`config.mk`:
```
export PLATFORM = sky130hd
export DESIGN_NAME = wtbr_state_regs
export DESIGN_NICKNAME = d
export VERILOG_FILES = /design/src/rtl/wtbr_pkg.sv /design/src/rtl/wtbr_state_regs.sv
export SDC_FILE = /design/constraint.sdc
export NUM_CORES = 1
export LEC_CHECK = 0
export BUFFER_PORTS_ARGS = -buffer_cell sky130_fd_sc_hd__buf_2
export CORE_MARGIN = 5
export CORE_UTILIZATION = 55
export DETAILED_ROUTE_END_ITERATION = 7
export PLACE_DENSITY_LB_ADDON = 0.05
export SLEW_MARGIN = 20
export SYNTH_ARGS = -nofsm -noshare
export SYNTH_HDL_FRONTEND = slang
export SYNTH_SLANG_ARGS = --single-unit
```
`constraint.sdc`:
```
create_clock -name clk -period 6.3 [get_ports clk]
set_clock_uncertainty 0.1 [all_clocks]
set_input_delay 0.945 -clock clk [delete_from_list [all_inputs] [get_ports clk]]
set_output_delay 0.945 -clock clk [all_outputs]
set_load 0.01 [all_outputs]
```
`src/rtl/wtbr_pkg.sv`:
```
// Shared constants, types and helpers of the wavelet tree build and rank core.
`default_nettype none
package wtbr_pkg;

    localparam int MAX_LEVELS = 4;
    localparam int MAX_TEXT   = 1024;

    localparam int NODE_COUNT = 1 << MAX_LEVELS;
    localparam int NODE_W     = MAX_LEVELS;
    localparam int AW         = MAX_LEVELS + 1;
    localparam int CNT_W      = $clog2(MAX_TEXT + 1);
    localparam int POS_W      = (MAX_TEXT > 1) ? $clog2(MAX_TEXT) : 1;
    localparam int ADDR_W     = NODE_W + POS_W;
    localparam int MEM_DEPTH  = NODE_COUNT * (2 ** POS_W);
    localparam int SUB_W      = (CNT_W > AW) ? CNT_W : AW;

    localparam int FUNC_W     = 2;
    localparam int SYM_W      = 4;
    localparam int SYM_COUNT  = 16;
    localparam int REQ_W      = 11;
    localparam int ANS_W      = 11;
    localparam int ALPHA_W    = 5;

    localparam logic [ALPHA_W-1:0] ALPHA_RESET = 5'd4;

    localparam logic [FUNC_W-1:0] FUNC_APPEND = 2'd0;
    localparam logic [FUNC_W-1:0] FUNC_RANK   = 2'd1;
    localparam logic [FUNC_W-1:0] FUNC_COUNT  = 2'd2;

    typedef enum logic [3:0] {
        ST_IDLE  = 4'b0001,
        ST_BIT   = 4'b0010,
        ST_QSTOP = 4'b0100,
        ST_QDIFF = 4'b1000
    } state_t;

    typedef struct packed {
        logic bit_we;
        logic bit_val;
        logic count_we;
    } upd_t;

    function automatic logic [AW-1:0] ceil_pow2(input logic [AW-1:0] a);
        logic [AW-1:0] u;
        u = AW'(1);
        for (int i = 0; i < MAX_LEVELS; i++)
        begin
            if (u < a)
            begin
                u = AW'(u << 1);
            end
        end
        return u;
    endfunction

endpackage
`default_nettype wire

```
`src/rtl/wtbr_state_regs.sv`:
```
// Node lengths, node zero totals, symbol counters and text length.
`default_nettype none
module wtbr_state_regs (
    input  wire logic                        clk,
    input  wire logic                        rst_n,
    input  wire logic [wtbr_pkg::NODE_W-1:0] sel_node,
    input  wire logic [wtbr_pkg::SYM_W-1:0]  sel_sym,
    input  wire wtbr_pkg::upd_t              upd,
    output logic      [wtbr_pkg::CNT_W-1:0]  len_rd,
    output logic      [wtbr_pkg::CNT_W-1:0]  zero_wr,
    output logic      [wtbr_pkg::CNT_W-1:0]  total_rd,
    output logic      [wtbr_pkg::CNT_W-1:0]  text_len
);
    import wtbr_pkg::*;

    logic [CNT_W-1:0] node_len_reg   [NODE_COUNT];
    logic [CNT_W-1:0] zero_total_reg [NODE_COUNT];
    logic [CNT_W-1:0] sym_total_reg  [SYM_COUNT];
    logic [CNT_W-1:0] text_len_reg;

    assign len_rd   = node_len_reg[sel_node];
    assign zero_wr  = zero_total_reg[sel_node] + CNT_W'(!upd.bit_val);
    assign total_rd = sym_total_reg[sel_sym];
    assign text_len = text_len_reg;

    always_ff @(posedge clk or negedge rst_n)
    begin
        if (!rst_n)
        begin
            for (int i = 0; i < NODE_COUNT; i++)
            begin
                node_len_reg[i]   <= '0;
                zero_total_reg[i] <= '0;
            end
            for (int i = 0; i < SYM_COUNT; i++)
            begin
                sym_total_reg[i] <= '0;
            end
            text_len_reg <= '0;
        end
        else
        begin
            if (upd.bit_we)
            begin
                node_len_reg[sel_node]   <= node_len_reg[sel_node] + CNT_W'(1);
                zero_total_reg[sel_node] <= zero_wr;
            end
            if (upd.count_we)
            begin
                sym_total_reg[sel_sym] <= sym_total_reg[sel_sym] + CNT_W'(1);
                text_len_reg           <= text_len_reg + CNT_W'(1);
            end
        end
    end

endmodule
`default_nettype wire

```
==> impl_summary.txt <==
----------------------------------------------------
[Yosys]
  Number of enable flip-flop cells after synthesis ... 0
  Netlist area before placement ... 0.0248 mm^2
  Library cell with the highest instance count after synthesis ... dfrtp_1
  Register area share after synthesis ... 0.543
  Most used flip-flop cell after synthesis ... dfrtp_1
  Library cells used by synthesis ... 65
  Average cell area after synthesis ... roughly 12 um^2
  Largest area contributor in the netlist ... dfrtp_1
  Commonest cells post-synth ... dfrtp_1, nand2_1, o21ai_0
  Ys Warns ... 0
  Fraction of synthesized cell area taken by the top area cell type ... 0.543
  Flip-flop and latch count after synthesis ... 539
  Async SR Flop Fraction ... 1.00
  Number of instances in the synthesized netlist ... roughly 2100
  Cells taking the most area after synthesis ... dfrtp_1, mux4_2, nand2_1
  Post-Syn Nets ... between 2000 and 2500

[Placement]
  Detail Placement HPWL ... 37.3 mm
  Routability congestion estimate ... 0.807
  Worst slack at placement ... roughly 1.3 ns
  Count of input and output buffers ... between 50 and 60

[Critical path]
  Endpoint kind of the worst setup timing path ... primary output
  Kind of critical path ... in2out
  CP Max Fanout ... 21
  Crit path launch type ... primary input
  Worst reg2reg endpoint ... node_len_reg[109]
  Highest-delay cell along the critical path ... mux4_2
  Reg-to-reg slack, setup ... ~2.8 ns
  Sequence of cells on the critical path ... buf_6 -> mux4_2 -> mux4_2 -> ha_1 -> ha_1 -> inv_1 -> nor3_1 -> a31oi_1 -> nor4_2 -> xnor2_2 -> inv_2 -> buf_2
  Cell count of the worst reg-to-reg path ... 7
  Required time at the endpoint of the critical path ... 5.25 ns
  Launch point of the worst reg-to-reg path ... node_len_reg[57]
  Stage delay of the slowest cell on the critical path ... ~0.55 ns
  Crit path from ... sel_node[0]
  CP arrival ... approximately 3.8 ns

[Route]
  Routed vias ... 16400
  Drt total wl ... a little over 60 mm
  Vias per cell ... 5.90
  Number of iterations in the first detailed-routing pass ... 5
  Total DRC errors in the routed layout ... 0
  Average wire length per cell after detail routing ... approximately 22 um
  Iter 0 DRT Violations ... ~1300
  Post-DRT Antenna Nets ... 0

[CTS]
  Clk Latency, worst-skew pair ... between 0.6 and 0.7 ns
  TritonCTS clock tree ... yes
  Clock edge transition at the registers on the reported setup and hold paths ... approximately 0.060 ns
  Root Buffer Master ... clkbuf_16
  Post-CTS setup repair buffer count ... 0
  Hold buffers post-CTS ... 0
  Clock Tree Buf Depth ... 3
  Sinks on Clock Net ... approximately 540
  Number of gates resized after CTS ... 0
  H-Tree Depth ... 2
  Number of buffers inserted during clock tree synthesis ... 58

[Floorplanning]
  Vertical extent of the die ... 222 um
  Full die area ... ~0.049 mm^2
  Die width ... ~220 um
  Starting density of the core ... 0.559
  Std cell rows ... between 70 and 80
  I/O pin count ... between 50 and 60
  Placeable Area ... 0.0444 mm^2

[Power and ir drop]
  Peak VDD IR ... roughly 0.00025 V
  Post-route total power ... about 11 mW
  Reported leakage power ... between 10 and 15 nW
  Power per standard cell area ... roughly 400 mW/mm^2

[Finish]
  Fraction of final layout cells sized beyond drive strength 1 ... 0.236
  Fin nets ... ~2200
  Area delta synth->final ... 10.3%

[Global routing]
  Antenna violations before repair ... 4
  GRT Residual Overflow ... 0
  Total Routing Usage GR ... 0.251
  Pin count of the biggest net entering global routing ... approximately 170
  Met1 usage in global routing ... 0.381
  Global-route wire length before repair ... 98.2 mm
  Busiest layer in global routing ... met2
  Vias in the first global route ... 16600
  Met3 track utilization from global routing ... 0.0343
  Grt met2 use ... 0.393

[Timing]
  Final Hold Fails ... 0
  Worst-case setup margin in the final layout ... approximately 1.4 ns
  Final number of max-transition violations ... 0
  Period utilisation layout ... 0.774
  Accumulated negative setup slack ... 0 ns
  Setup repair after global routing missed its margin ... false
  Hold Slack ... between 0.2 and 0.3 ns
  Measured slew at the worst slew-check pin ... ~1.1 ns
  Highest attainable clock frequency ... between 0.2 and 0.25 GHz
  Max-slew headroom ... 0.241
  Post-layout min period ... 4.88 ns
  Setup violations, final ... 0

[Worst hold path]
  Worst hold path type ... in2async

[Outcome]
  Status ... finished, final reports clean

[Flow run]
  # Max-Cap Violations ... 0

----------------------------------------------------
[through the flow]
stage | instances | area (um^2) | utilization
2_1_floorplan | 2147 | 24800 | -
3_3_place_gp | 2671 | 25400 | 0.572
3_5_place_dp | 2671 | 25400 | 0.572
4_1_cts | 2775 | 27400 | 0.617
5_1_grt | 2775 | 27400 | 0.617
6_report | 2776 | 27400 | 0.617
[critical path, delay by kind of cell]
family / cells / cell delay (ns)
compound gates: 1 / 0.20
fa+ha+maj: 2 / 0.62
buf+inv: 4 / 0.62
mux: 2 / 1.02
simple gates: 2 / 0.15
xor+xnor: 1 / 0.22
[cell type report]
cell class | count | area (um^2)
Clock buffer | 89 | 1750
Timing Repair Buffer | 104 | 699
Inverter | 13 | 48.8
Antenna cell | 1 | 2.50
Fill cell | 3574 | 17000
Clock inverter | 15 | 233
Tap cell | 592 | 741
Multi-Input combinational cell | 1423 | 10400
Sequential cell | 539 | 13500
[routing by layer]
| metal | vias up | wire (um) | part of all wire |
|---|---|---|---|
| met1 | 8401 | 28500 | 0.47 |
| met3 | 82 | 2810 | 0.046 |
| met5 | - | 21 | 0.00034 |
| met4 | 4 | 1110 | 0.018 |
| li1 | 7536 | - | - |
| met2 | 345 | 28800 | 0.47 |
[placed cells by master (no fill, tap or decap), drive strengths merged, types with 2 or more instances in the layout]
cell type,n
nor2b,13
buf,104
and2,4
a21oi,155
and3,6
a2111oi,2
mux2i,20
nand2b,4
nor3,11
a22o,2
nand4,9
xnor2,25
a22oi,48
o31ai,4
inv,13
clkinvlp,3
a211oi,2
clkinv,6
o211ai,4
nor2,183
nor4,2
mux4,128
clkbuf,89
mux2,81
dfrtp,539
nand3,26
o21ai,279
nand2,388
ha,5
or2,2
bufinv,6
xor2,12
[cells by family after synthesis]
kind of cell | count (synthesis) | synth area share
XOR/XNOR | 37 | 0.0194
buffers and inverters | 185 | 0.0408
multiplexers | 229 | 0.164
AND/OR/NAND/NOR | 650 | 0.111
AO/OA/AOI/OAI | 502 | 0.119
flip-flops | 539 | 0.543
adder cells (fa/ha/maj) | 5 | 0.00252
[worst max-delay path by stage]
stage	end	slack [ns]	cells past startpoint
floorplan	zero_wr[10]	1.20	16
global placement	zero_wr[10]	1.47	12
detailed placement	node_len_reg[142]	1.33	10
CTS	zero_wr[10]	1.44	12
global route	zero_wr[2]	1.22	8
finish	zero_wr[10]	1.42	12
[report_power, final]
part           leakage, nW  switching, mW  internal (mW)
sequential            6.88          0.505           4.41
combinational         4.31           1.37           1.11
clock                0.966           1.38           2.14
total                 12.2           3.26           7.66
Power figures use the tool's default switching activity.
