`config.mk`:
```
export PLATFORM = sky130hd
export DESIGN_NAME = wtbr_sub_unit
export DESIGN_NICKNAME = d
export VERILOG_FILES = /design/src/rtl/wtbr_pkg.sv /design/src/rtl/wtbr_sub_unit.sv
export SDC_FILE = /design/constraint.sdc
export NUM_CORES = 1
export LEC_CHECK = 0
export BUFFER_PORTS_ARGS = -buffer_cell sky130_fd_sc_hd__buf_4
export CAP_MARGIN = 20
export CORE_AREA = 2 2 39 41
export DETAILED_ROUTE_END_ITERATION = 10
export DIE_AREA = 0 0 41 43
export PLACE_DENSITY_LB_ADDON = 0.08
export SYNTH_ARGS = -nofsm -noshare
export SYNTH_HDL_FRONTEND = slang
export SYNTH_SLANG_ARGS = --single-unit
```
`constraint.sdc`:
```
create_clock -name vclk -period 3.25
set_clock_uncertainty 0.2 [all_clocks]
set_input_delay 0.65 -clock vclk [all_inputs]
set_output_delay 0.65 -clock vclk [all_outputs]
set_load 0.03 [all_outputs]
```
`src/rtl/wtbr_pkg.sv`:
```
// Shared constants, types and helpers of the wavelet tree build and rank core.
`default_nettype none
package wtbr_pkg;

    localparam int MAX_LEVELS = 4;
    localparam int MAX_TEXT   = 1024;

    localparam int NODE_COUNT = 1 << MAX_LEVELS;
    localparam int NODE_W     = MAX_LEVELS;
    localparam int AW         = MAX_LEVELS + 1;
    localparam int CNT_W      = $clog2(MAX_TEXT + 1);
    localparam int POS_W      = (MAX_TEXT > 1) ? $clog2(MAX_TEXT) : 1;
    localparam int ADDR_W     = NODE_W + POS_W;
    localparam int MEM_DEPTH  = NODE_COUNT * (2 ** POS_W);
    localparam int SUB_W      = (CNT_W > AW) ? CNT_W : AW;

    localparam int FUNC_W     = 2;
    localparam int SYM_W      = 4;
    localparam int SYM_COUNT  = 16;
    localparam int REQ_W      = 11;
    localparam int ANS_W      = 11;
    localparam int ALPHA_W    = 5;

    localparam logic [ALPHA_W-1:0] ALPHA_RESET = 5'd4;

    localparam logic [FUNC_W-1:0] FUNC_APPEND = 2'd0;
    localparam logic [FUNC_W-1:0] FUNC_RANK   = 2'd1;
    localparam logic [FUNC_W-1:0] FUNC_COUNT  = 2'd2;

    typedef enum logic [3:0] {
        ST_IDLE  = 4'b0001,
        ST_BIT   = 4'b0010,
        ST_QSTOP = 4'b0100,
        ST_QDIFF = 4'b1000
    } state_t;

    typedef struct packed {
        logic bit_we;
        logic bit_val;
        logic count_we;
    } upd_t;

    function automatic logic [AW-1:0] ceil_pow2(input logic [AW-1:0] a);
        logic [AW-1:0] u;
        u = AW'(1);
        for (int i = 0; i < MAX_LEVELS; i++)
        begin
            if (u < a)
            begin
                u = AW'(u << 1);
            end
        end
        return u;
    endfunction

endpackage
`default_nettype wire

```
`src/rtl/wtbr_sub_unit.sv`:
```
// Shared compare and subtract unit for code bits and rank differences.
`default_nettype none
module wtbr_sub_unit (
    input  wire logic [wtbr_pkg::SUB_W-1:0] x,
    input  wire logic [wtbr_pkg::SUB_W-1:0] y,
    output logic                            ge,
    output logic      [wtbr_pkg::SUB_W-1:0] diff
);
    import wtbr_pkg::*;

    assign ge   = (x >= y);
    assign diff = x - y;

endmodule
`default_nettype wire

```
==> results of run 1 <==
-- critical path, stage by stage --
cell and delay (ps):
buf_4 110, inv_2 60, ha_4 130, inv_2 40
fa_2 380, a21oi_4 170, o2111ai_4 160, a21o_1 190
a21oi_2 120, xnor2_1 130, buf_4 180
-- power by group through the flow --
| stage | clock network, mW | logic (mW) | registers, mW |
|---|---|---|---|
| after CTS | 0 | 0.253 | 0 |
| after detailed placement | 0 | 0.248 | 0 |
| after global routing | 0 | 0.282 | 0 |
| final | 0 | 0.261 | 0 |
| after floorplan | 0 | 0.162 | 0 |
| after global placement | 0 | 0.244 | 0 |
-- cell families after synthesis --
group	count (synthesis)	share of synthesized area
mux	1	0.02637
compound gates	21	0.2747
buf+inv	16	0.1055
xor+xnor	8	0.1231
simple gates	20	0.1934
fa+ha+maj	12	0.2769
-- per-layer routing --
metal | part of all wire | up-vias | wire length [um]
met4 | 0 | 0 | 0
met3 | 0.055 | 0 | 78
li1 | - | 348 | -
met2 | 0.51 | 20 | 720
met5 | 0 | - | 0
met1 | 0.43 | 314 | 610
-- timing repair --
action                     CTS  global route
resized for setup            2             7
hold buffers                 0             0
pin swaps                    2             7
setup buffers                1             1
setup endpoints to repair    1             3
-- cell type report --
class / count / area [um^2] / area share
well taps: 16 / 20.02 / 0.02148
multi-input cells: 62 / 551.8 / 0.5919
repair buffers: 40 / 300.3 / 0.3221
inverters: 16 / 60.06 / 0.06443
-- cells in the mapped netlist --
| cell type | number | area share |
|---|---|---|
| o21a_1 | 2 | 0.026 |
| nand3b_1 | 2 | 0.026 |
| nor2b_4 | 1 | 0.024 |
| nor3_1 | 2 | 0.018 |
| a21oi_1 | 7 | 0.062 |
| a41o_2 | 1 | 0.020 |
| nand2_1 | 5 | 0.033 |
| fa_1 | 1 | 0.035 |
| inv_1 | 16 | 0.11 |
| ha_1 | 11 | 0.24 |
| o21ai_0 | 1 | 0.0088 |
| xor2_1 | 2 | 0.031 |
| mux2_4 | 1 | 0.026 |
| o2111ai_2 | 2 | 0.053 |
| nor3b_1 | 1 | 0.013 |
| nand2b_1 | 1 | 0.011 |
| and2b_1 | 1 | 0.013 |
| a21o_1 | 2 | 0.026 |
| a21oi_2 | 2 | 0.031 |
| nand3_1 | 2 | 0.018 |
| or2_1 | 1 | 0.011 |
| nor2_1 | 4 | 0.026 |
| a31oi_1 | 2 | 0.022 |
| o31ai_1 | 2 | 0.026 |
| xnor2_1 | 6 | 0.092 |
-- through the flow --
stage | cell area (um^2) | TNS, ps | util | worst slack (ps)
finish | 932.1 | 0 | 0.6736 | 85.24
global route | 932.1 | 0 | 0.6736 | 8.574
CTS | 888.4 | 0 | 0.6420 | 33.15
detailed placement | 874.6 | -56.12 | 0.6320 | -56.12
global placement | 874.6 | 0 | 0.6320 | 12.43
floorplan | 569.3 | 0 | - | 57.15
-- final timing paths --
kind	start	end	slack (ps)	cells past startpoint
hold / removal	y[0]	diff[0]	1500	4
setup / recovery	x[0]	diff[8]	90	11
==> impl_metrics.yaml, run 1 <==
power:
  p_seq_frac: 0
  p_int_mw: 0.1185
  total_power_mw: 0.2607
  p_per_area_mw_per_mm2: 279.6
  swShare: 0.5453
  comb_power_share: 1.000
  ir_drop_uv: 167.9
  leakagePower_nw: 0.4913
  power_switching_mw: 0.1421
  pwr-share-clk: 0
cells_and_area:
  regArea_um2: 0
  n_sequential_cell: 0
  final_common_cell: "buf_4"
  stdcell_count: 134
  mostFrequentLayoutCells: "buf_4 (40), inv_1 (14), ha_1 (10)"
  layout.nets: 154
  area_growth_pct: 63.74
  drive_above_1_share: 0.4492
  diodes: 0
  clock_buffers: 0
  fill_cells: 136
floorplanning:
  rows: 14
  core_area_mm2: 0.001384
  start_util: 0.4114
  die_w_um: 41
  num_io_pins: 34
  dieArea_mm2: 0.001763
  die_h_um: 43
routing:
  dr.first_iter.drc_count: 3
  drtPass1Iterations: 4
  drt-wirelength-per-cell_um: 10.51
  antenna_left: 0
  dr_total_vias: 682
  viasPerCell: 5.090
  drt_wl_total_um: 1409
  drc: 0
logic_synthesis:
  postSynthCellCount: 78
  yosys_warnings: 0
  syn_avg_cell_area_um2: 7.299
  synth.distinct_cells: 25
  syn-num-nets: 112
  syn-cell-area_um2: 569.3
  yosysSeqAreaShare: 0
global_route:
  grt_usage: 0.1688
  grt_util_met3: 0.005236
  antenna_found_initial: 0
  grt.busiest_layer: "met2"
  grt_pass1_wl_um: 2283
  use_met2: 0.2813
  grt_pass1_vias: 604
  grt-ovfl-total: 0
  use_met1: 0.2468
  grt_max_degree: 9
timing:
  fin_crit_ps: 3165
  rsz0062_at_grt: "false"
  hold_viol_final: 0
  slew_headroom: 0.8062
  slew_viol_final: 0
  fin_crit_sh: 0.9738
  max_slew.worst_pin.slew_ps: 288.9
  setup_viol: 0
  fmax_mhz: 316.0
  whs_ps: 1504
worst_setup_path:
  crit_required_ps: 2400
  crit_type: "input port to output port"
  cp-start-kind: "input port"
  arrival_ps: 2310
  crit_fanout: 3
  endpoint_kind: "output port"
place:
  dp.cells: 132
  gp_congestion: 0.7972
  io_buffers: 34
  hpwl_um: 1184
min_path:
  hp-class: "input port to output port"
job:
  drv_cap: 0
status:
  status: "finished, final reports clean"
Note: power is estimated with default switching activity, not from simulation.
==> run 2, diff against run 1 <==
--- a/config.mk
+++ b/config.mk
@@ -5,11 +5,11 @@
 export SDC_FILE = /design/constraint.sdc
 export NUM_CORES = 1
 export LEC_CHECK = 0
+export ABC_AREA = 1
 export BUFFER_PORTS_ARGS = -buffer_cell sky130_fd_sc_hd__buf_4
 export CAP_MARGIN = 20
-export CORE_AREA = 2 2 39 41
+export CORE_UTILIZATION = 49
 export DETAILED_ROUTE_END_ITERATION = 10
-export DIE_AREA = 0 0 41 43
 export PLACE_DENSITY_LB_ADDON = 0.08
 export SYNTH_ARGS = -nofsm -noshare
 export SYNTH_HDL_FRONTEND = slang
==> run 2 against run 1 <==
Against the previous run:
- via count is 23% higher
- largest cell class unchanged
- power down 12%
- largest power group unchanged
- sequential cell count unchanged
- highest routed layer unchanged
- non-clock buffer count is 6 lower
- design area down 0.40%
- worst hold slack got worse by 3.9 ps
==> impl_metrics.yaml, run 2 <==
worst_setup_path:
  endpoint_kind: "output port"
  crit_type: "input port to output port"
  cp_slowest_stage_delay_ps: 440
  cp-start-kind: "input port"
  arrival_ps: 2090
  cpMaxStageDelayCell: "fa_1"
  path_cells: "buf_4, inv_1, ha_1, inv_1, fa_1, nand3_1, nand3_2, nand2_1, nand2_1, xor2_1, buf_4"
  crit_required_ps: 2400
  crit_fanout: 3
routing:
  drt-wirelength-per-cell_um: 8.754
  dr_total_vias: 839
  drtPass1Iterations: 4
  antenna_left: 0
  drt_wl_total_um: 1532
  drc: 0
  viasPerCell: 4.794
  dr.first_iter.drc_count: 8
cells_and_area:
  final_common_cell: "nand2_1"
  regArea_um2: 0
  clock_buffers: 0
  final_core_util: 0.7927
  n_sequential_cell: 0
  layout.nets: 197
  fin_area_um2: 928.4
  area_growth_pct: 41.60
  mostFrequentLayoutCells: "nand2_1 (49), buf_4 (34), inv_1 (29)"
  diodes: 0
  drive_above_1_share: 0.2422
global_route:
  grt_max_degree: 7
  antenna_found_initial: 0
  grt_pass1_vias: 660
  grt_pass1_wl_um: 2649
  grt-ovfl-total: 0
  grt_usage: 0.2324
logic_synthesis:
  synth_compound_area_frac: 0.05153
  yosys.area_share.simple: 0.4885
  synthMostInstantiatedCell: "nand2_1"
  ys_top_cells_by_count: "nand2_1 (49), inv_1 (29), ha_1 (11), nor2_1 (11), nand3_1 (10)"
  yosysSeqAreaShare: 0
  syn-cell-area_um2: 655.6
  postSynthCellCount: 127
  yosys_warnings: 0
  post-synth-top-area-cell: "nand2_1"
  yosys-top-cells-area: "nand2_1 (28%), ha_1 (21%), inv_1 (17%)"
  synth.distinct_cells: 12
  synth_top_family_by_area: "simple AND/OR/NAND/NOR gates"
  synth_top_area_share: 0.2805
  syn_avg_cell_area_um2: 5.162
  muxShareOfSynthArea: 0
  synth_xor_area_frac: 0.05344
  syn-num-nets: 161
  synth-adder-area-share: 0.2405
floorplanning:
  die_w_um: 38.58
  die_h_um: 38.58
  core_area_mm2: 0.001171
  dieArea_mm2: 0.001488
  num_io_pins: 34
  rows: 12
  start_util: 0.5598
cts:
  hold_buffers: 0
  cts_resized: 0
  post_cts_buffers: 0
job:
  drv_cap: 0
timing:
  fin_crit_sh: 0.9047
  hold_viol_final: 0
  fin_crit_ps: 2940
  fmax_mhz: 340.1
  whs_ps: 1500
  max_slew.worst_pin.slew_ps: 244.5
  setup_viol: 0
  fin_tns_setup_ps: 0
  slew_viol_final: 0
  rsz0062_at_grt: "false"
  slew_headroom: 0.8370
min_path:
  hp-class: "input port to output port"
place:
  io_buffers: 34
  gp_congestion: 0.8219
  dpl_cell_area_um2: 928.4
  hpwl_um: 1364
status:
  status: "finished, final reports clean"
power:
  ir_drop_uv: 143.4
  leakagePower_nw: 0.6252
  p_per_area_mw_per_mm2: 246.6
-- run 2: cell types whose count changed in the layout (fill, tap and decap cells not counted), moves of 6 or more --
cell / before / now
nand2_1: 5 / 49
xnor2_1: 6 / 0
buf_4: 40 / 34
nand3_1: 2 / 10
nor2_1: 4 / 11
inv_1: 14 / 29
-- run 2: cells by family (layout without fill, tap and decap cells) --
kind of cell | count (synthesis) | count (layout)
AND/OR/NAND/NOR | 76 | 76
buffers and inverters | 29 | 63
adder cells (fa/ha/maj) | 12 | 12
AO/OA/AOI/OAI | 6 | 6
XOR/XNOR | 4 | 4
-- run 2: path summary, 6_finish.rpt --
path	cells after the start	from	to	slack (ps)
setup / recovery	11	x[0]	diff[6]	310
hold / removal	4	y[0]	diff[0]	1500
-- run 2: critical path, delay by kind of cell --
kind | cells | cell delay (ps)
adder cells (fa/ha/maj) | 2 | 570
buffers and inverters | 4 | 400
AND/OR/NAND/NOR | 4 | 340
XOR/XNOR | 1 | 140
-- run 2: power by group --
part | leakage, nW | total [mW] | internal (mW) | switching (mW)
combinational | 0.625 | 0.229 | 0.0910 | 0.138
sequential | 0 | 0 | 0 | 0
clock | 0 | 0 | 0 | 0
total | 0.625 | 0.229 | 0.0910 | 0.138
-- run 2: through the flow --
stage | power (mW) | setup WS [ps] | instances
floorplan | 0.1520 | 347.5 | 127
global placement | 0.2239 | 374.4 | 175
detailed placement | 0.2288 | 320.3 | 175
CTS | 0.2296 | 307.7 | 175
global route | 0.2522 | 176.4 | 175
finish | 0.2289 | 309.6 | 175
-- run 2: cell type report --
| type | count | area (um^2) |
|---|---|---|
| multi-input cells | 98 | 546.8 |
| repair buffers | 34 | 255.2 |
| fillers | 99 | 242.7 |
| inverters | 29 | 108.9 |
| well taps | 14 | 17.52 |
-- run 2: per-layer routing --
layer	up-vias	GRT usage	wire (um)
met2	27	0.4167	745
met4	0	0	0
met5	-	0	0
li1	457	-	-
met3	0	0	73
met1	355	0.3276	713
==> run 3, diff against run 2 <==
--- a/config.mk
+++ b/config.mk
@@ -7,7 +7,7 @@
 export LEC_CHECK = 0
 export ABC_AREA = 1
 export BUFFER_PORTS_ARGS = -buffer_cell sky130_fd_sc_hd__buf_4
-export CAP_MARGIN = 20
+export CORE_MARGIN = 4
 export CORE_UTILIZATION = 49
 export DETAILED_ROUTE_END_ITERATION = 10
 export PLACE_DENSITY_LB_ADDON = 0.08
==> run 3 against run 2 <==
Against the previous run:
- worst setup slack improved by 31 ps
- worst hold slack got worse by 8.0 ps
- critical path depth did not move
- cell count did not move
- wire length rose by 4.6%
- global-route usage fell by 5.9 points
- core utilization fell by 1.0 points
==> impl_metrics.yaml, run 3 (synthesis results as in run 2) <==
status:
  status: "finished, final reports clean"
global_route:
  antenna_found_initial: 0
  grt_pass1_vias: 761
  grt_pass1_wl_um: 2808
  grt-ovfl-total: 0
  grt_max_degree: 7
  grt_usage: 0.1739
place:
  io_buffers: 34
  hpwl_um: 1474
  gp_congestion: 0.8535
  dpl_cell_area_um2: 928.4
floorplanning:
  dieArea_mm2: 0.001987
  die_h_um: 44.58
  num_io_pins: 34
  rows: 12
  die_w_um: 44.58
  start_util: 0.5527
  core_area_mm2: 0.001186
worst_setup_path:
  crit_fanout: 3
  arrival_ps: 2060
  critPathBufInv: 4
  crit_start: "x[0]"
  path_cells: "buf_4, inv_1, ha_1, inv_1, fa_1, nand3_1, nand3_2, nand2_1, nand2_1, xor2_1, buf_4"
  cp-start-kind: "input port"
  crit_type: "input port to output port"
  crit_required_ps: 2400
  endpoint_kind: "output port"
  cp_slowest_stage_delay_ps: 430
  crit_family: "adder cells"
  cpMaxStageDelayCell: "fa_1"
cells_and_area:
  diodes: 0
  regArea_um2: 0
  layout.nets: 197
  final_core_util: 0.7827
  final_common_cell: "nand2_1"
  drive_above_1_share: 0.2422
  area_growth_pct: 41.60
  mostFrequentLayoutCells: "nand2_1 (49), buf_4 (34), inv_1 (29)"
  clock_buffers: 0
  fin_area_um2: 928.4
  n_sequential_cell: 0
routing:
  dr.first_iter.drc_count: 6
  drtPass1Iterations: 4
  drt_wl_total_um: 1602
  drc: 0
  dr_total_vias: 845
  viasPerCell: 4.829
  drt-wirelength-per-cell_um: 9.154
  antenna_left: 0
timing:
  fin_crit_sh: 0.8953
  fin_tns_setup_ps: 0
  whs_ps: 1492
  hold_viol_final: 0
  setup_viol: 0
  max_slew.worst_pin.slew_ps: 237.7
  rsz0062_at_grt: "false"
  fin_crit_ps: 2910
  slew_headroom: 0.8415
  fmax_mhz: 343.7
  slew_viol_final: 0
job:
  drv_cap: 0
min_path:
  hp-class: "input port to output port"
  hold_depth: 3
  min_from: "x[1]"
  hold_path_end: "diff[1]"
power:
  total_power_mw: 0.2288
  p_per_area_mw_per_mm2: 246.5
  leakagePower_nw: 0.6252
  ir_drop_uv: 143.2
cts:
  post_cts_buffers: 0
  cts_resized: 0
  hold_buffers: 0
## run 3: report_power, final
group / switching [mW] / total, mW / internal [mW]
Sequential: 0 / 0 / 0
Clock: 0 / 0 / 0
Combinational: 0.138 / 0.229 / 0.0905
Total: 0.138 / 0.229 / 0.0905
## run 3: area by class of cell
| type | instances | area (um^2) |
|---|---|---|
| Timing Repair Buffer | 34 | 255.2 |
| Multi-Input combinational cell | 98 | 546.8 |
| Fill cell | 108 | 257.7 |
| Inverter | 29 | 108.9 |
| Tap cell | 14 | 17.52 |
## run 3: worst max-delay path by stage
| stage | endpoint | slack (ps) | cells after the start |
|---|---|---|---|
| 3_5_place_dp | diff[6] | 340 | 11 |
| 3_3_place_gp | diff[6] | 370 | 11 |
| 4_1_cts | diff[6] | 340 | 11 |
| 2_1_floorplan | diff[6] | 350 | 9 |
| 5_1_grt | diff[6] | 170 | 11 |
| 6_report | diff[6] | 340 | 11 |
## run 3: layer usage
layer | vias up | share of wire | track usage
met5 | - | 0 | 0
li1 | 454 | - | -
met2 | 25 | 0.50 | 0.3524
met3 | 0 | 0.066 | 0.004065
met1 | 366 | 0.43 | 0.2080
met4 | 0 | 0 | 0
## run 3: through the flow
step	cells	worst slack, ps
final	175	340.2
after global routing	175	170.4
after CTS	175	341.0
after detailed placement	175	344.5
after global placement	175	373.6
after floorplan	127	347.5
